**src/design/gjri_ram.sv**
```systemverilog
// Generic simple dual-port RAM: one write port, one registered read port.
// No dependencies.
`timescale 1ns / 1ps

module gjri_ram #(
  parameter int WIDTH = 32,
  parameter int DEPTH = 64
) (
  input  logic                     clk,
  input  logic                     we,
  input  logic [$clog2(DEPTH)-1:0] waddr,
  input  logic [WIDTH-1:0]         wdata,
  input  logic [$clog2(DEPTH)-1:0] raddr,
  output logic [WIDTH-1:0]         rdata
);

  logic [WIDTH-1:0] mem_r [DEPTH];

  always_ff @(posedge clk) begin
    if (we) begin
      mem_r[waddr] <= wdata;
    end
    rdata <= mem_r[raddr];
  end

endmodule

```
**config.mk**
```make
export PLATFORM = sky130hd
export DESIGN_NAME = gjri_ram
export DESIGN_NICKNAME = d
export VERILOG_FILES = /design/src/design/gjri_ram.sv
export SDC_FILE = /design/constraint.sdc
export NUM_CORES = 2
export LEC_CHECK = 0
export BUFFER_PORTS_ARGS = -buffer_cell sky130_fd_sc_hd__buf_4
export CAP_MARGIN = 20
export CORE_MARGIN = 5
export CORE_UTILIZATION = 60
export CTS_CLUSTER_SIZE = 30
export DETAILED_ROUTE_END_ITERATION = 8
export HOLD_SLACK_MARGIN = 0.08
export PLACE_DENSITY_LB_ADDON = 0.2
export SLEW_MARGIN = 10
export SYNTH_ARGS = -nofsm -noshare
export SYNTH_HDL_FRONTEND = slang
export SYNTH_SLANG_ARGS = --single-unit
```
**constraint.sdc**
```tcl
create_clock -name clk -period 6.1 [get_ports clk]
set_input_delay 0.61 -clock clk [delete_from_list [all_inputs] [get_ports clk]]
set_output_delay 0.61 -clock clk [all_outputs]
set_load 0.05 [all_outputs]
```
# Word-level counts from Yosys, hierarchy flattened
# Memories as Yosys holds them, arrays and structs flattened. A register that Yosys moved wholly into a read port is not among the register bits.
# Index checks and enable logic that the tools add are counted.
[classes]
shifts = 0
div_mod_pow = 0
bitwise = 0
mux = 2
n_lt_le_gt_ge = 0
eq_ne = 0
n_mul = 0
add_sub_neg = 0
reduce_logical = 0
[op_table]
columns = ["cell", "count"]
rows = [
  ["$mux W1", 2],
]
[word_totals]
elab_cells = 3
latchBits = 0
inputBits = 46
rom_bits = 0
mem_count = 1
regBits = 0
ram_bits = 2048
[memory_table]
columns = ["name", "depth", "width", "read_ports", "rd_clocked_by_memory_dff", "write_ports", "line", "text"]
rows = [
  ["mem_r", 64, 32, 1, 1, 1, "17", "logic [WIDTH-1:0] mem_r [DEPTH];"],
]

# Longest topological paths before layout
[depth]
depth_word = 2
ltp_mapped = 10
depth_no_buf = 5

# Worst setup path before layout
# Ideal clock, no wire load.
[synth_timing]
path_type = "input to register"
start = "input port waddr[3]"
end = "memory mem_r[48][0], enable pin"
stages = 4
slack_ns = 2.330
t_arrival_ns = 3.309
setup_ns = 0.461
t_required_ns = 5.639
n_path_buf = 1
cell_sequence = "clkbuf_1 nor2b_1 nand4b_1 nor3_1"
[synth_rtl]
columns = ["item", "line", "text"]
rows = [
  ["start, declared", "11", "input logic [$clog2(DEPTH)-1:0] waddr,"],
  ["end, declared", "17", ""],
]
# Straight into the memory's write port.

==> results by group <==
Final layout
  • Synth-to-Final Area Change: 12.41%
  • # fillers: 7845
  • Commonest non-fill, non-tap cell in the layout: edfxtp_1
  • NumNets Final: 3571
  • Area of the multi-input gates: between 15000 and 20000 sq um
  • Highest-count cells in the layout ignoring fill and taps: edfxtp_1, mux4_2, clkbuf_16
  • Final Non-Filler Cells: between 5k and 6k
  • Flip-flop and latch area: 62140 sq um
  • Fraction of layout cells with a size suffix above 1: ~30%

Clocking
  • TritonCTS Buffers: roughly 200
  • Post-cts gate resize count: 0
  • Max clock buf depth: 3
  • CTS H-tree depth: 4
  • Worst-skew pair later-pin latency: ~0.81 ns
  • Cts hold-fix bufs: 0
  • # clock sinks: approximately 2.1k
  • Clock slew at reported path FFs: ~0.060 ns
  • Postcts setup bufs: 0
  • CTS Root Cell: clkbuf_16
  • CTS tree: done

Detailed routing
  • Detail Route Antenna Nets: 0
  • Drt pass-1 iters: 6
  • Top Metal Used: met5
  • Wire length on met2: between 90 and 100 mm
  • Drt wl/cell: 36.54 um
  • Vias: 37.26k
  • Via density: 6.851
  • Metal-1 WL: about 70 mm
  • DRC violations left: 0
  • DRT iter0 DRCs: around 5.7k
  • Met3 WL: about 25 mm
  • WL final: slightly below 200 mm

Min path
  • Min-Delay Path Class: in2reg

Synth
  • Post-Syn Area: a little under 80000 sq um
  • Top cells by area, synth: edfxtp_1, mux4_2, mux2i_1, dfxtp_1, o22ai_1
  • Yosys reg bits: between 2k and 2.5k
  • Syn_nets: about 3.4k
  • Sequential fraction of the synthesis area: roughly four fifths
  • Avg Cell Area, Syn: approximately 24 sq um
  • Synth area leader: edfxtp_1
  • Synth cell types: 34
  • Ys Warns: 0
  • Mapped Cells: approximately 3.3k
  • Area share of the largest cell type after synthesis: about four fifths

Worst setup path
  • Largest fanout on the critical path: a little over 60
  • WP data required: around 6.7 ns
  • Worst Setup Start Kind: input port
  • CP Class: in2reg
  • Crit path capture type: flip-flop
  • Arr. time, crit path: slightly above 4 ns

Global routing
  • First-pass GRT wire length: ~280 mm
  • GRT overflow: 0
  • Initial antenna violation count: 23
  • Global-route usage over all layers: a little under 30%
  • Largest net degree at the start of global routing: 97
  • Vias in the first global route: roughly 38k

Placed design
  • Inst Count DP: approximately 5k
  • Hpwl dp: about 110 mm
  • Pre-CTS setup slack: between 1.5 and 2 ns
  • Port bufs: 77
  • Routability cong.: between 0.8 and 0.9

Status
  • Outcome: finished clean

Floorplan
  • Die area: roughly 140000 sq um
  • I/O pins: 78
  • Chip width: between 300 and 400 um
  • Cell Rows: 132
  • Die H: 371.7 um
  • Initial Util: 60.48%
  • Core area: ~130000 sq um

Power
  • Final Power: about 30 mW
  • Leak pwr: ~27 nW
  • PD cells: between 300 and 400 nW/um^2
  • Max IR drop VDD: about 330 uV

Timing
  • Crit share post-route: 57.69%
  • Slew headroom: between 20% and 30%
  • Max-slew violation count: 0
  • Hold WS: about 0.34 ns
  • Fin crit period: 3.519 ns
  • Worst Slack Setup Final: 2.581 ns
  • Final setup vio count: 0
  • Setup TNS: 0 ns
  • FMAX: 284.2 MHz
  • RSZ-0062 raised after global routing: no
  • Final Hold Fails: 0
  • Clock Skews: roughly 0.027 ns
  • Worst slew pin tran: between 1 and 1.5 ns

Flow run
  • Max Cap Violations: 0
per-stage QoR:
step / utilization [%] / area (sq um)
4_1_cts: 67.97 / 88230
3_3_place_gp: 63.01 / 81800
2_1_floorplan: - / 78520
6_report: 67.99 / 88260
5_1_grt: 67.97 / 88230
3_5_place_dp: 63.05 / 81840
final cells by class:
class                      instances  area share (%)
clock buffer                     247           6.011
timing repair buffer             185           1.758
sequential                      2080           70.40
antenna                           12         0.03402
multi-input combinational       1062           18.10
clock inverter                   110           1.226
tap                             1742           2.469
cell families after synthesis:
logic type	count (synthesis)	share of synthesized area, %
simple gates	223	1.265
flops	2080	79.14
mux	637	16.79
buf+inv	182	1.128
compound gates	202	1.673
synthesized netlist by cell type:
| cell | count |
|---|---|
| nand2_1 | 26 |
| buf_1 | 21 |
| or3b_2 | 3 |
| and3_1 | 4 |
| dfxtp_1 | 32 |
| nor2b_1 | 15 |
| a22oi_1 | 12 |
| a311oi_1 | 8 |
| mux4_2 | 544 |
| buf_2 | 57 |
| or2_0 | 1 |
| o32ai_1 | 4 |
| nand4b_1 | 1 |
| o221ai_1 | 27 |
| edfxtp_1 | 2048 |
| and2_1 | 2 |
| mux2i_1 | 93 |
| or3b_1 | 2 |
| or2_1 | 1 |
| nand3b_1 | 5 |
| a31oi_1 | 1 |
| or2_2 | 1 |
| nor3_1 | 7 |
| nand2b_1 | 8 |
| nand4_1 | 2 |
| nor2_1 | 137 |
| buf_4 | 25 |
| o22ai_1 | 84 |
| clkbuf_1 | 74 |
| a21oi_1 | 62 |
| or3_1 | 3 |
| nand3_1 | 5 |
| buf_6 | 5 |
| a41o_1 | 4 |
critical path, stage by stage:
cell and delay [ns]:
buf_8 0.54, buf_12 0.34, buf_4 0.46, mux4_2 0.56, mux2i_1 0.15, nor2_1 0.13
o32ai_1 0.98, nor3_1 0.14
path summary, 6_finish.rpt:
path | start | endpoint | slack, ns | cells past startpoint
min | wdata[27] | mem_r[32][27]$_DFFE_PP_ | 0.34 | 1
max reg2reg | mem_r[35][12]$_DFFE_PP_ | rdata[12]$_DFF_P_ | 3.64 | 4
max | raddr[0] | rdata[4]$_DFF_P_ | 2.58 | 8
min reg2reg | mem_r[28][20]$_DFFE_PP_ | rdata[20]$_DFF_P_ | 0.75 | 4
routing by layer:
metal	up-vias	global-route usage, %
met4	18	10.29
met2	2401	46.34
li1	14680	-
met5	-	0
met1	19770	40.32
met3	389	8.522
state kept, by name, indices dropped and copies added, names as in the netlist:
signal / count
mem_r: 2048
rdata: 32
power breakdown:
group | internal, mW | total (mW) | switching, mW
combinational | 0.541 | 1.59 | 1.05
clock | 7.02 | 12.1 | 5.10
sequential | 15.8 | 15.9 | 0.0912
total | 23.4 | 29.6 | 6.24
Power figures use the tool's default switching activity.
