**src/design/gjri_pkg.sv**
```systemverilog
// Shared types and constants for the Gauss-Jordan row reduction block.
// Holds the sequencer state type, register indexes, mode and status codes.
// No dependencies.
`timescale 1ns / 1ps

package gjri_pkg;

  localparam int DATA_W = 32;

  localparam logic signed [DATA_W-1:0] FX_MAX = 32'sh7fffffff;
  localparam logic signed [DATA_W-1:0] FX_MIN = 32'sh80000000;

  // configuration register indexes
  localparam logic [1:0] CFG_MODE = 2'd0;
  localparam logic [1:0] CFG_ROWS = 2'd1;
  localparam logic [1:0] CFG_COLS = 2'd2;

  // modes
  localparam logic [1:0] MODE_REF  = 2'd0;
  localparam logic [1:0] MODE_RREF = 2'd1;
  localparam logic [1:0] MODE_INV  = 2'd2;

  // result status codes
  localparam logic [1:0] STAT_OK   = 2'd0;
  localparam logic [1:0] STAT_SING = 2'd1;
  localparam logic [1:0] STAT_NSQ  = 2'd2;

  typedef enum logic [28:0] {
    S_LOAD  = 29'h1 << 0,
    S_CRD   = 29'h1 << 1,
    S_CWR   = 29'h1 << 2,
    S_ID    = 29'h1 << 3,
    S_TOP   = 29'h1 << 4,
    S_SR    = 29'h1 << 5,
    S_SC    = 29'h1 << 6,
    S_SW0   = 29'h1 << 7,
    S_SW1   = 29'h1 << 8,
    S_SW2   = 29'h1 << 9,
    S_SW3   = 29'h1 << 10,
    S_NCHK  = 29'h1 << 11,
    S_NR    = 29'h1 << 12,
    S_NDS   = 29'h1 << 13,
    S_NDW   = 29'h1 << 14,
    S_EL0   = 29'h1 << 15,
    S_EL1   = 29'h1 << 16,
    S_RS0   = 29'h1 << 17,
    S_RS1   = 29'h1 << 18,
    S_RS2   = 29'h1 << 19,
    S_POST  = 29'h1 << 20,
    S_UPB   = 29'h1 << 21,
    S_UPR   = 29'h1 << 22,
    S_UPC   = 29'h1 << 23,
    S_UPI   = 29'h1 << 24,
    S_UPK   = 29'h1 << 25,
    S_ORD   = 29'h1 << 26,
    S_OCAP  = 29'h1 << 27,
    S_OHOLD = 29'h1 << 28
  } state_t;

endpackage

```
**src/design/gjri_div.sv**
```systemverilog
// Iterative fixed-point divider: (num * 2^FRAC_BITS) / den, truncated, saturated.
// One quotient bit per cycle. Depends on gjri_pkg.
`timescale 1ns / 1ps

module gjri_div #(
  parameter int FRAC_BITS = 16
) (
  input  logic                                clk,
  input  logic                                rst_n,
  input  logic                                start,
  input  logic signed [gjri_pkg::DATA_W-1:0]  num,
  input  logic signed [gjri_pkg::DATA_W-1:0]  den,
  output logic                                done,
  output logic signed [gjri_pkg::DATA_W-1:0]  quo
);

  localparam int NW   = gjri_pkg::DATA_W + FRAC_BITS;
  localparam int CNTW = $clog2(NW + 1);

  logic            busy_r, busy_nxt;
  logic            done_r, done_nxt;
  logic [CNTW-1:0] cnt_r, cnt_nxt;
  logic [32:0]     rem_r, rem_nxt;
  logic [NW-1:0]   nq_r, nq_nxt;
  logic [31:0]     den_r, den_nxt;
  logic            neg_r, neg_nxt;

  logic [32:0] rem_sh;
  logic        ge;
  logic [32:0] rem_step;
  logic [31:0] num_mag, den_mag;

  assign num_mag  = num[31] ? 32'(-num) : 32'(num);
  assign den_mag  = den[31] ? 32'(-den) : 32'(den);
  assign rem_sh   = {rem_r[31:0], nq_r[NW-1]};
  assign ge       = rem_sh >= {1'b0, den_r};
  assign rem_step = ge ? (rem_sh - {1'b0, den_r}) : rem_sh;

  always_comb begin
    busy_nxt = busy_r;
    done_nxt = 1'b0;
    cnt_nxt  = cnt_r;
    rem_nxt  = rem_r;
    nq_nxt   = nq_r;
    den_nxt  = den_r;
    neg_nxt  = neg_r;
    if (start) begin
      busy_nxt = 1'b1;
      cnt_nxt  = CNTW'(NW);
      rem_nxt  = '0;
      nq_nxt   = {num_mag, {FRAC_BITS{1'b0}}};
      den_nxt  = den_mag;
      neg_nxt  = num[31] ^ den[31];
    end else if (busy_r) begin
      rem_nxt = rem_step;
      nq_nxt  = {nq_r[NW-2:0], ge};
      cnt_nxt = cnt_r - CNTW'(1);
      if (cnt_r == CNTW'(1)) begin
        busy_nxt = 1'b0;
        done_nxt = 1'b1;
      end
    end
  end

  always_ff @(posedge clk) begin
    if (!rst_n) begin
      busy_r <= 1'b0;
      done_r <= 1'b0;
      cnt_r  <= '0;
    end else begin
      busy_r <= busy_nxt;
      done_r <= done_nxt;
      cnt_r  <= cnt_nxt;
    end
    rem_r <= rem_nxt;
    nq_r  <= nq_nxt;
    den_r <= den_nxt;
    neg_r <= neg_nxt;
  end

  // sign and saturate the magnitude quotient
  always_comb begin
    if (!neg_r) begin
      quo = (nq_r > NW'(32'h7fffffff)) ? gjri_pkg::FX_MAX : $signed(nq_r[31:0]);
    end else begin
      quo = (nq_r > NW'(32'h80000000)) ? gjri_pkg::FX_MIN : $signed(32'(-nq_r[31:0]));
    end
  end

  assign done = done_r;

endmodule

```
**config.mk**
```make
export PLATFORM = sky130hd
export DESIGN_NAME = gjri_div
export DESIGN_NICKNAME = d
export VERILOG_FILES = /design/src/design/gjri_pkg.sv /design/src/design/gjri_div.sv
export SDC_FILE = /design/constraint.sdc
export NUM_CORES = 1
export LEC_CHECK = 0
export BUFFER_PORTS_ARGS = -buffer_cell sky130_fd_sc_hd__buf_4
export CORE_ASPECT_RATIO = 1.1
export CORE_MARGIN = 4
export CORE_UTILIZATION = 54
export CTS_CLUSTER_DIAMETER = 80
export DETAILED_ROUTE_END_ITERATION = 8
export PLACE_DENSITY = 0.89
export SLEW_MARGIN = 20
export SYNTH_ARGS = -nofsm -noshare
export SYNTH_HDL_FRONTEND = slang
export SYNTH_SLANG_ARGS = --single-unit
```
**constraint.sdc**
```tcl
create_clock -name clk -period 3.2 [get_ports clk]
set_clock_uncertainty 0.1 [all_clocks]
set_input_delay 0.48 -clock clk [delete_from_list [all_inputs] [get_ports clk]]
set_output_delay 0.48 -clock clk [all_outputs]
set_load 0.02 [all_outputs]
```
Word level (Yosys, flattened, before mapping)
Index checks and enable logic that the tools add are counted.
{"block": "word_totals", "regBits": 121, "in_bits": 67, "wordCells": 39}
{"block": "op_classes", "add_sub_neg": 5, "order_cmp": 3, "n_eq_ne": 1, "n_mux": 14, "bitwise": 3, "n_reduce_logical": 3}
{"cell": "32-bit two-way mux", "n": 5}
{"cell": "48-bit two-way mux", "n": 2}
{"cell": "32-bit negator", "n": 3}
{"cell": "48-bit by 31-bit > comparator with 1-bit output (second input constant)", "n": 1}
{"cell": "48-bit by 32-bit > comparator with 1-bit output (second input constant)", "n": 1}
{"cell": "33-bit by 32-bit >= comparator with 1-bit output", "n": 1}
{"cell": "32-bit subtractor", "n": 1}
{"cell": "31-bit two-way mux", "n": 1}
{"cell": "6-bit two-way mux", "n": 2}
{"cell": "6-bit by 1-bit equality test with 1-bit output (second input constant)", "n": 1}
{"cell": "6-bit by 1-bit subtractor with 6-bit output (second input constant)", "n": 1}
{"cell": "1-bit two-way mux", "n": 4}
{"cell": "3-bit OR reduction", "n": 1}
{"cell": "1-bit NOT", "n": 2}
{"cell": "2-bit nonzero test", "n": 1}
{"cell": "2-bit OR reduction", "n": 1}
{"cell": "1-bit bitwise XOR", "n": 1}

Longest topological paths before layout
Gate-level depths: netlist of the first run.
{"block": "logic_depth", "ltp_word": 4, "ltp_mapped": 14, "ltp_nobuf": 12}

Least setup slack after synthesis of the first run
No wires, ideal clock.
{"block": "synth_path", "path_kind": "flip-flop to output port", "from": "reg nq_r[0]", "to": "out quo[11] (netlist bit)", "arrival_ns": 3.277, "path_slack_ns": -0.657, "stages_incl_launch_ff": 13, "n_path_buf": 2, "path_cell_list": "dfxtp_1 inv_1 ha_1 nor3b_2 nand4_1 or3_1 or4_1 or3_1 a21o_1 or2_1 buf_6 buf_6 o311ai_1"}
{"block": "synth_between", "elab_chain_len": 3, "elab_cells_between_ends": 6, "classes_between": "add/sub: 1; order compare: 2; mux: 3"}
{"item": "from (decl)", "line_no": "gjri_div.sv:24", "source": "logic [NW-1:0] nq_r, nq_nxt;"}
{"item": "from (signal assigned)", "line_no": "gjri_div.sv:76", "source": "nq_r <= nq_nxt;"}
{"item": "48-bit by 31-bit > comparator with 1-bit output (tied with other cells)", "line_no": "gjri_div.sv:84", "source": "quo = (nq_r > NW'(32'h7fffffff)) ? gjri_pkg::FX_MAX : $signed(nq_r[31:0]);"}
{"item": "32-bit two-way mux, on equally long branches", "line_no": "gjri_div.sv:84, gjri_div.sv:86"}
{"item": "32-bit two-way mux (*)", "line_no": "gjri_div.sv:83", "source": "if (!neg_r) begin"}
{"item": "to (decl)", "line_no": "gjri_div.sv:14", "source": "output logic signed [gjri_pkg::DATA_W-1:0] quo"}
Every way passes the cells marked *; elsewhere a longest branch is shown, timed or not.

Final worst setup path of the first run
{"block": "layout_path", "from": "reg nq_r[1]", "to": "out quo[3] (netlist bit)"}
The elaborated chain is that of the path after synthesis.

==> results of run 1 <==
## report_power, final
group	switching (mW)	internal [mW]	total, mW
Sequential	0.0841	1.78	1.87
Combinational	0.802	0.660	1.46
Clock	0.688	1.35	2.04
## layout make-up
| cell class | count | area [µm²] |
|---|---|---|
| sequential | 121 | 3080 |
| clock inverter | 7 | 110 |
| tap | 200 | 250 |
| multi-input combinational | 761 | 5770 |
| timing repair buffer | 202 | 1680 |
| clock buffer | 25 | 517 |
| fill | 1021 | 4100 |
| inverter | 61 | 229 |
## registers in the layout, indices dropped and copies added (netlist names)
signal,cells
nq_r,48
cnt_r,6
den_r,32
neg_r,1
rem_r,32
busy_r,1
done,1
## routing by layer
layer / wire length (µm) / global-route usage, % / up-vias
li1: - / - / 4063
met1: 9690 / 31.8 / 4067
met2: 12800 / 46.3 / 430
met3: 1680 / 4.24 / 78
met4: 712 / 10.8 / 0
met5: 0 / 0 / -
## worst reg2reg max path, cell delays in order, from the launching register on
cell and delay (ns):
edfxtp_1 0.35, inv_1 0.09, ha_1 0.25, a21o_1 0.23, a31o_2 0.26, or4_1 0.41
o21ai_0 0.11, o21bai_2 0.20, o21ai_2 0.12, a31o_2 0.32, buf_12 0.19, mux2i_1 0.14
a211oi_1 0.25
## repair_timing
item                       4_1_cts  5_1_grt
pin swaps                       12        5
buffers inserted                11        3
setup endpoints to repair       40       59
resized for setup               51       31
hold buffers                     0        0
## cells in the mapped netlist, types with 4 or more instances
cell and number:
nand2b_1 10, ha_1 37, a211o_1 4, a21oi_1 35, a211oi_1 22, xor2_1 11
nor4_1 19, a21o_1 11, edfxtp_1 65, mux2i_1 35, nor2b_1 11, o31ai_1 21
dfxtp_1 56, a22o_1 31, or4_1 11, or3_1 19, a31o_2 5, o41ai_1 9
nand4_1 13, nor2_1 80, o311ai_0 5, or2_2 9, a31oi_1 9, xnor2_1 80
o21ai_0 69, a32oi_1 6, a21boi_0 4, clkbuf_1 45, nor3_1 26, nand3_1 23
o21a_1 8, o21bai_1 7, o311ai_1 22, inv_1 61, nand2_1 77
## metrics by stage
step	util [%]	instances	total power [mW]	TNS, ns
2_1_floorplan	-	997	2.77	-10.44
3_3_place_gp	67.3	1331	3.18	-10.28
3_5_place_dp	67.3	1331	3.23	-13.56
4_1_cts	73.0	1374	5.31	-22.17
5_1_grt	73.9	1377	5.57	-26.69
6_report	73.9	1377	5.37	-24.37
## final timing paths
path	start	to	cells after the start
worst max-delay path	nq_r[1]$_SDFFE_PP0P_	quo[3]	12
worst min-delay path	den[0]	den_r[0]$_DFFE_PP_	1
worst max register to register	den_r[14]$_DFFE_PP_	rem_r[8]$_SDFFE_PP0P_	12
worst min register to register	rem_r[31]$_SDFFE_PP0P_	rem_r[31]$_SDFFE_PP0P_	2
## cells by family after synthesis
logic type | Yosys count | share of synthesized area (%)
muxes | 35 | 4.03
buffers and inverters | 115 | 5.29
DFF | 121 | 35.3
and+or+nand+nor | 313 | 17.7
adders and majority gates | 38 | 5.55
xor gates and xnor gates | 91 | 9.16
AOI/OAI and AO/OA | 284 | 23.0
==> results.py, run 1 <==
metrics = {
    "clock_tree": {
        "cts_tree": "yes",
        "clkLatencyLatePin_ns": 0.43,
        "htreeDepth": 4,
        "clk_path_buf_depth": 2,
        "cts_buffers": 17,
        "clkTransAtPathRegs_ns": 0.05,
        "cts_sinks": 121,
        "cts_root_buf": "clkbuf_16",
    },
    "synth": {
        "yosysWarnings": 0,
        "ys_seq_area_share_pct": 35.3,
        "synthCells": 997,
        "synthFlopType": "edfxtp_1",
        "ys_seq_elements": 121,
        "yosys-top-cells-area": "edfxtp_1 (22%), dfxtp_1 (13%), xnor2_1 (8.1%)",
        "mappedNetlistArea_um2": 8700,
        "synth_top_area_share_pct": 22.4,
        "postSynthAreaPerCell_um2": 8.72,
        "synth.largest_area_cell": "edfxtp_1",
        "synth_nets": 1102,
        "yosysUniqueCellTypes": 63,
        "synth_async_sr_flop_share_pct": 0,
        "synth_edf_count": 65,
    },
    "run_status": {
        "failed_checks": "negative setup slack",
        "status": "finished, violations left",
    },
    "detailed_routing": {
        "post_drt_wl_per_cell_um": 18.1,
        "antenna_left": 0,
        "drt_iter0_drc": 799,
        "route.vias.total": 8638,
        "firstDrtPassIters": 8,
        "vias_per_cell": 6.27,
        "route.detailed.drc": 0,
        "wirelength_um": 24900,
    },
    "sta": {
        "tightest_slew_ns": 0.938,
        "min_period_over_period_pct": 128,
        "finalHoldViolCount": 0,
        "period_minus_slack_ns": 4.10,
        "whs_ns": 0.172,
        "finalSetupViolCount": 32,
        "worst_slack_ns": -0.904,
        "fmax_mhz": 244,
        "slew_headroom_pct": 37.2,
        "rsz0062_at_grt": "true",
        "slew_violations": 0,
    },
    "grt": {
        "grt_pass1_vias": 8244,
        "grt_usage_pct": 26.3,
        "grt_max_degree": 60,
        "grt_overflow": 0,
        "antenna_found_initial": 0,
        "grt_pass1_wl_um": 39200,
    },
    "placed_design": {
        "port-buffer-count": 99,
        "place.gp.congestion": 0.894,
        "pre_cts_slack_ns": -0.532,
        "post_dp_cell_area_um2": 10600,
        "dp_hpwl_um": 17000,
    },
    "pwr": {
        "power.density_nw_per_um2": 461,
        "cellLeakagePower_nw": 4.65,
        "vdd_drop_max_mv": 0.458,
    },
    "setup_path": {
        "worstPathRequired_ns": 2.62,
        "critPathTopFamily": "simple AND/OR/NAND/NOR gates",
        "path_max_fanout": 7,
        "path_cells": "inv_2, ha_4, nor3b_4, nand4_1, or3_4, or4_4, or3_1, a21o_1, or2_4, or3b_4, nand3_2, buf_6",
        "worstSetupPathType": "reg -> out",
        "cp_slowest_cell": "or4_4",
        "crit_buf_inv": 2,
        "cp-start-kind": "flip-flop",
        "cp-end-kind": "primary output",
        "max_stage_delay_ns": 0.42,
        "reg2reg_slack_ns": 0.12,
        "crit_arrival_ns": 3.52,
    },
    "layout": {
        "area_growth_pct": 33.7,
        "layout-drive-gt1-share_pct": 26.2,
        "mostFrequentLayoutCells": "buf_4 (167), xnor2_1 (79), nor2_1 (77)",
        "antennaDiodeCount": 0,
        "fin_nets": 1269,
        "stdcell_area_um2": 11600,
        "final_common_cell": "buf_4",
    },
    "die": {
        "core_area_um2": 15700,
        "initial_core_util_pct": 55.3,
        "row_count": 48,
        "die_x_um": 129,
        "dieArea_um2": 18200,
        "die_h_um": 141,
        "io_pins": 100,
    },
    "worst_hold_path": {
        "hold_class": "in -> reg",
    },
    "job": {
        "maxCapViolations": 0,
    },
}
Power figures use the tool's default switching activity.
==> inputs of run 2 (changes only) <==
--- a/config.mk
+++ b/config.mk
@@ -8,10 +8,10 @@
 export BUFFER_PORTS_ARGS = -buffer_cell sky130_fd_sc_hd__buf_4
 export CORE_ASPECT_RATIO = 1.1
 export CORE_MARGIN = 4
-export CORE_UTILIZATION = 54
+export CORE_UTILIZATION = 60
 export CTS_CLUSTER_DIAMETER = 80
 export DETAILED_ROUTE_END_ITERATION = 8
-export PLACE_DENSITY = 0.89
+export PLACE_DENSITY = 0.93
 export SLEW_MARGIN = 20
 export SYNTH_ARGS = -nofsm -noshare
 export SYNTH_HDL_FRONTEND = slang
==> constraint.sdc (replaced) <==
create_clock -name clk -period 4.1 [get_ports clk]
set_clock_uncertainty 0.1 [all_clocks]
set_input_delay 0.41 -clock clk [delete_from_list [all_inputs] [get_ports clk]]
set_output_delay 0.41 -clock clk [all_outputs]
set_load 0.02 [all_outputs]
==> run 2 against run 1 <==
Net effect:
- the run still ends with negative setup slack left
- global-route usage is 0.30 points higher
- critical path type unchanged
- combinational power is 32% lower
- routed wire length is 3.6% lower
- via count is 2.9% lower
- core utilization is 2.2 points higher
- critical endpoint is now quo[19]
- critical path depth stayed put
- flip-flop and latch count stayed put
- worst setup slack better by 0.88 ns
- register-to-register slack better by 0.35 ns
- non-clock buffer count is 82 lower
- clock power is 22% lower
- sequential share of layout area is 2.4 points higher
==> results.py, run 2 (same netlist as run 1, synthesis figures left out) <==
metrics = {
    "sta": {
        "finalSetupViolCount": 4,
        "min_period_over_period_pct": 101,
        "worst_slack_ns": -0.0210,
        "period_minus_slack_ns": 4.12,
        "tightest_slew_ns": 0.844,
        "fmax_mhz": 243,
        "finalHoldViolCount": 0,
        "slew_violations": 0,
        "rsz0062_at_grt": "true",
        "slew_headroom_pct": 43.3,
    },
    "placed_design": {
        "post_dp_cell_area_um2": 9570,
        "dp_cells": 1244,
        "place.gp.congestion": 0.968,
        "dp_hpwl_um": 15100,
        "port-buffer-count": 99,
    },
    "layout": {
        "antennaDiodeCount": 0,
        "instances_no_fill": 1283,
        "stdcell_area_um2": 10700,
        "mostFrequentLayoutCells": "buf_4 (104), xnor2_1 (80), nor2_1 (79)",
        "top_regs": "nq_r: 48 flops, den_r: 32 flops, rem_r: 32 flops",
        "top_register": "nq_r",
        "largest_reg_flops": 48,
        "fin_nets": 1187,
        "area_growth_pct": 22.6,
        "final_common_cell": "buf_4",
        "layout-drive-gt1-share_pct": 18.5,
    },
    "clock_tree": {
        "cts_root_buf": "clkbuf_16",
        "clkTransAtPathRegs_ns": 0.05,
        "clk_path_buf_depth": 2,
        "cts_sinks": 121,
        "clkLatencyLatePin_ns": 0.43,
        "cts_buffers": 17,
        "htreeDepth": 4,
        "cts_tree": "yes",
    },
    "grt": {
        "grt_pass1_wl_um": 35700,
        "grt_overflow": 0,
        "antenna_found_initial": 0,
        "grt_max_degree": 62,
        "grt_usage_pct": 26.6,
        "grt_pass1_vias": 7571,
    },
    "detailed_routing": {
        "drt_iter0_drc": 954,
        "antenna_left": 0,
        "firstDrtPassIters": 7,
        "vias_per_cell": 6.54,
        "route.vias.total": 8391,
        "wirelength_um": 24000,
        "route.detailed.drc": 0,
        "post_drt_wl_per_cell_um": 18.7,
    },
    "setup_path": {
        "max_stage_delay_ns": 0.43,
        "critical_path.endpoint": "quo[19]",
        "reg2reg_slack_ns": 0.47,
        "startpoint": "nq_r[1]$_SDFFE_PP0P_",
        "cp_slowest_cell": "or4_4",
        "path_max_fanout": 7,
        "cp-start-kind": "flip-flop",
        "r2r-end": "rem_r[19]$_SDFFE_PP0P_",
        "crit_arrival_ns": 3.61,
        "r2r_start": "rem_r[19]$_SDFFE_PP0P_",
        "worstPathRequired_ns": 3.59,
        "cp-end-kind": "primary output",
        "path_cells": "inv_4, ha_4, nor3b_4, nand4_1, or3_4, or4_4, or3_1, a21o_1, or2_4, buf_12, o311ai_4, buf_6",
        "reg2reg_depth": 11,
        "worstSetupPathType": "reg -> out",
    },
    "pwr": {
        "vdd_drop_max_mv": 0.261,
        "power.density_nw_per_um2": 382,
        "cellLeakagePower_nw": 4.18,
        "power_mw": 4.08,
    },
    "job": {
        "maxCapViolations": 0,
    },
    "die": {
        "row_count": 45,
        "initial_core_util_pct": 62.0,
        "core_area_um2": 14000,
        "dieArea_um2": 16500,
        "io_pins": 100,
        "die_x_um": 123,
        "die_h_um": 134,
    },
    "run_status": {
        "status": "finished, violations left",
        "failed_checks": "negative setup slack",
    },
    "worst_hold_path": {
        "min-delay-start": "den[0]",
        "hold_class": "in -> reg",
    },
}
-- run 2: cell count changes in the layout (fill, tap and decap cells not counted), sizes merged --
cell      delta
clkinv       +5
buf         -83
bufinv       +1
clkbuf       -6
clkinvlp     +1
-- run 2: area by class of cell --
cell class | count | area, µm²
fillers | 905 | 3350
repair buffers | 120 | 1000
well taps | 188 | 235
inverters | 61 | 231
clock inverters | 14 | 199
clock buffers | 18 | 429
multi-input cells | 761 | 5490
flip-flops and latches | 121 | 3080
-- run 2: how the worst min path moves through the flow --
stage                                   endpoint  slack (ns)  cells past startpoint
after floorplan           rem_r[31]$_SDFFE_PP0P_        0.34                      2
after global placement    rem_r[31]$_SDFFE_PP0P_        0.36                      2
after detailed placement  rem_r[31]$_SDFFE_PP0P_        0.37                      2
after CTS                     den_r[0]$_DFFE_PP_        0.10                      1
after global routing          den_r[0]$_DFFE_PP_        0.11                      1
final                         den_r[0]$_DFFE_PP_        0.11                      1
-- run 2: repair_timing --
item / in CTS / in global routing
endpoints found under the setup margin: 25 / 25
gates resized for setup: 17 / 50
setup buffers: 1 / 5
pin swaps: 1 / 8
hold endpoints to repair: 0 / 0
hold buffers: 0 / 0
cloned: 0 / 1
-- run 2: critical path: cells and delay by family, from the launching register on --
family | cells | cell delay [ns]
and+or+nand+nor | 6 | 1.78
adders and majority gates | 1 | 0.14
AOI/OAI and AO/OA | 2 | 0.50
buffers and inverters | 3 | 0.41
DFF | 1 | 0.36
-- run 2: metrics by stage --
stage | hold slack, ns | utilization [%] | TNS, ns | setup WS, ns
2_1_floorplan | 0.337 | - | 0 | 0.313
3_3_place_gp | 0.362 | 68.2 | 0 | 0.350
3_5_place_dp | 0.373 | 68.2 | 0 | 0.217
4_1_cts | 0.102 | 73.5 | 0 | 0.0295
5_1_grt | 0.107 | 76.1 | -2.17 | -0.263
6_report | 0.115 | 76.1 | -0.0490 | -0.0210
-- run 2: power by group --
part | internal, mW | switching, mW
logic | 0.436 | 0.569
clock network | 1.02 | 0.568
registers | 1.39 | 0.0920
total | 2.85 | 1.23
-- run 2: per-layer routing --
metal	vias up	global-route usage [%]	share of wire (%)
li1	3897	-	-
met1	3883	34.6	39
met2	506	43.5	49
met3	105	4.81	8.1
met4	0	11.3	4.1
met5	-	0	0
==> inputs of run 3 (changes only) <==
--- a/config.mk
+++ b/config.mk
@@ -11,7 +11,7 @@
 export CORE_UTILIZATION = 60
 export CTS_CLUSTER_DIAMETER = 80
 export DETAILED_ROUTE_END_ITERATION = 8
-export PLACE_DENSITY = 0.93
+export PLACE_DENSITY = 0.82
 export SLEW_MARGIN = 20
 export SYNTH_ARGS = -nofsm -noshare
 export SYNTH_HDL_FRONTEND = slang
==> constraint.sdc (replaced) <==
create_clock -name clk -period 4.1 [get_ports clk]
set_clock_uncertainty 0.1 [all_clocks]
set_input_delay 0.41 -clock clk [delete_from_list [all_inputs] [get_ports clk]]
set_output_delay 0.41 -clock clk [all_outputs]
set_load 0.05 [all_outputs]
==> run 3 against run 2 <==
Net effect:
- the run ends with design-rule violations, negative setup slack left
- register-to-register slack gained 0.02 ns
- non-clock buffer count is the same
- core utilization increased by 0.40 points
- clock power shrank 10%
- sequential share of layout area fell by 0.19 points
- cell count unchanged
- final area grew 0.53%
- total power decreased by 1.6%
- highest routed layer unchanged
==> results.py, run 3 (same netlist as run 1, synthesis figures left out) <==
metrics = {
    "placed_design": {
        "dp_cells": 1244,
        "place.gp.congestion": 0.968,
        "port-buffer-count": 99,
        "pre_cts_slack_ns": -0.00161,
        "post_dp_cell_area_um2": 9650,
        "dp_hpwl_um": 15300,
    },
    "grt": {
        "grt_overflow": 0,
        "grt_pass1_vias": 7839,
        "antenna_found_initial": 0,
        "grt_usage_pct": 28.1,
        "grt_max_degree": 65,
        "grt_pass1_wl_um": 37500,
    },
    "detailed_routing": {
        "wirelength_um": 23700,
        "vias_per_cell": 6.44,
        "post_drt_wl_per_cell_um": 18.4,
        "antenna_left": 0,
        "firstDrtPassIters": 8,
        "drt_iter0_drc": 1000,
        "route.vias.total": 8262,
        "route.detailed.drc": 1,
    },
    "setup_path": {
        "cp_slowest_cell": "or4_4",
        "worstPathRequired_ns": 3.59,
        "path_max_fanout": 8,
        "worstSetupPathType": "reg -> out",
        "crit_buf_inv": 3,
        "reg2reg_slack_ns": 0.49,
        "crit_arrival_ns": 3.61,
        "max_stage_delay_ns": 0.43,
        "critPathTopFamily": "simple AND/OR/NAND/NOR gates",
        "path_cells": "inv_2, ha_4, nor3b_4, nand4_1, or3_4, or4_4, or3_1, a21o_1, or2_4, buf_12, o311ai_2, buf_6",
        "cp-start-kind": "flip-flop",
        "cp-end-kind": "primary output",
    },
    "pwr": {
        "power_mw": 4.01,
        "vdd_drop_max_mv": 0.324,
        "cellLeakagePower_nw": 4.18,
        "power.density_nw_per_um2": 374,
    },
    "layout": {
        "final_common_cell": "buf_4",
        "instances_no_fill": 1283,
        "area_growth_pct": 23.3,
        "antennaDiodeCount": 0,
        "top_regs": "nq_r: 48 flops, den_r: 32 flops, rem_r: 32 flops",
        "fin_nets": 1187,
        "stdcell_area_um2": 10700,
        "mostFrequentLayoutCells": "buf_4 (93), xnor2_1 (80), nor2_1 (79)",
        "top_register": "nq_r",
        "utilization_pct": 76.5,
        "largest_reg_flops": 48,
        "layout-drive-gt1-share_pct": 18.8,
    },
    "run_status": {
        "failed_checks": "design-rule violations, negative setup slack",
        "status": "finished, violations left",
    },
    "sta": {
        "slew_violations": 0,
        "rsz0062_at_grt": "true",
        "period_minus_slack_ns": 4.12,
        "fmax_mhz": 243,
        "tightest_slew_ns": 0.895,
        "worst_slack_ns": -0.0160,
        "min_period_over_period_pct": 100,
        "slew_headroom_pct": 40.1,
        "setup_tns_ns": -0.0160,
        "finalSetupViolCount": 1,
        "finalHoldViolCount": 0,
        "whs_ns": 0.107,
    },
    "clock_tree": {
        "clkLatencyLatePin_ns": 0.43,
        "clkTransAtPathRegs_ns": 0.06,
        "cts_tree": "yes",
        "cts_buffers": 17,
        "clk_path_buf_depth": 2,
        "htreeDepth": 4,
        "cts_root_buf": "clkbuf_16",
        "cts_sinks": 121,
    },
    "job": {
        "maxCapViolations": 0,
    },
    "die": {
        "die_x_um": 123,
        "die_h_um": 134,
        "dieArea_um2": 16500,
        "io_pins": 100,
        "core_area_um2": 14000,
        "initial_core_util_pct": 62.0,
        "row_count": 45,
    },
    "worst_hold_path": {
        "hold_class": "in -> reg",
    },
}
## run 3: layout make-up
type,instances,area [µm²]
clock buffer,20,479
inverter,61,229
sequential,121,3080
clock inverter,12,87.6
tap,188,235
multi-input combinational,761,5570
timing repair buffer,120,1050
fill,952,3300
## run 3: what timing repair did
item                                   CTS  global route
endpoints found under the hold margin    0             0
hold buffers                             0             0
buffers inserted                         3             3
gates cloned                             1             0
gates resized for setup                 52            26
pin swaps                                7            11
setup endpoints to repair               26            26
## run 3: final timing paths
kind / endpoint / cells after the start / from
worst min-delay path: den_r[0]$_DFFE_PP_ / 1 / den[0]
worst max register to register: rem_r[0]$_SDFFE_PP0P_ / 10 / rem_r[19]$_SDFFE_PP0P_
worst max-delay path: quo[11] / 12 / nq_r[0]$_SDFFE_PP0P_
worst min register to register: rem_r[31]$_SDFFE_PP0P_ / 2 / rem_r[31]$_SDFFE_PP0P_
## run 3: layer usage
layer | up-vias | GRT usage, % | share of wire, %
met5 | - | 0 | 0
met4 | 0 | 12.9 | 4.2
met3 | 99 | 5.48 | 6.8
met2 | 388 | 47.8 | 48
met1 | 3883 | 34.1 | 41
li1 | 3892 | - | -
## run 3: where the power goes
group / switching, mW / leakage (nW) / total [mW] / internal, mW
clock: 0.579 / 0.282 / 1.43 / 0.848
combinational: 0.643 / 2.78 / 1.09 / 0.450
sequential: 0.102 / 1.12 / 1.49 / 1.39
total: 1.32 / 4.18 / 4.01 / 2.69
## run 3: worst reg2reg max path, stage by stage, from the launching register on
cell and delay (ns):
dfxtp_1 0.34, ha_1 0.42, a21oi_1 0.28, o21ai_0 0.18, or4_1 0.52, o21ai_0 0.09, o21bai_1 0.23, o21ai_1 0.29
a31oi_2 0.67, nand2_1 0.13, a311oi_1 0.28
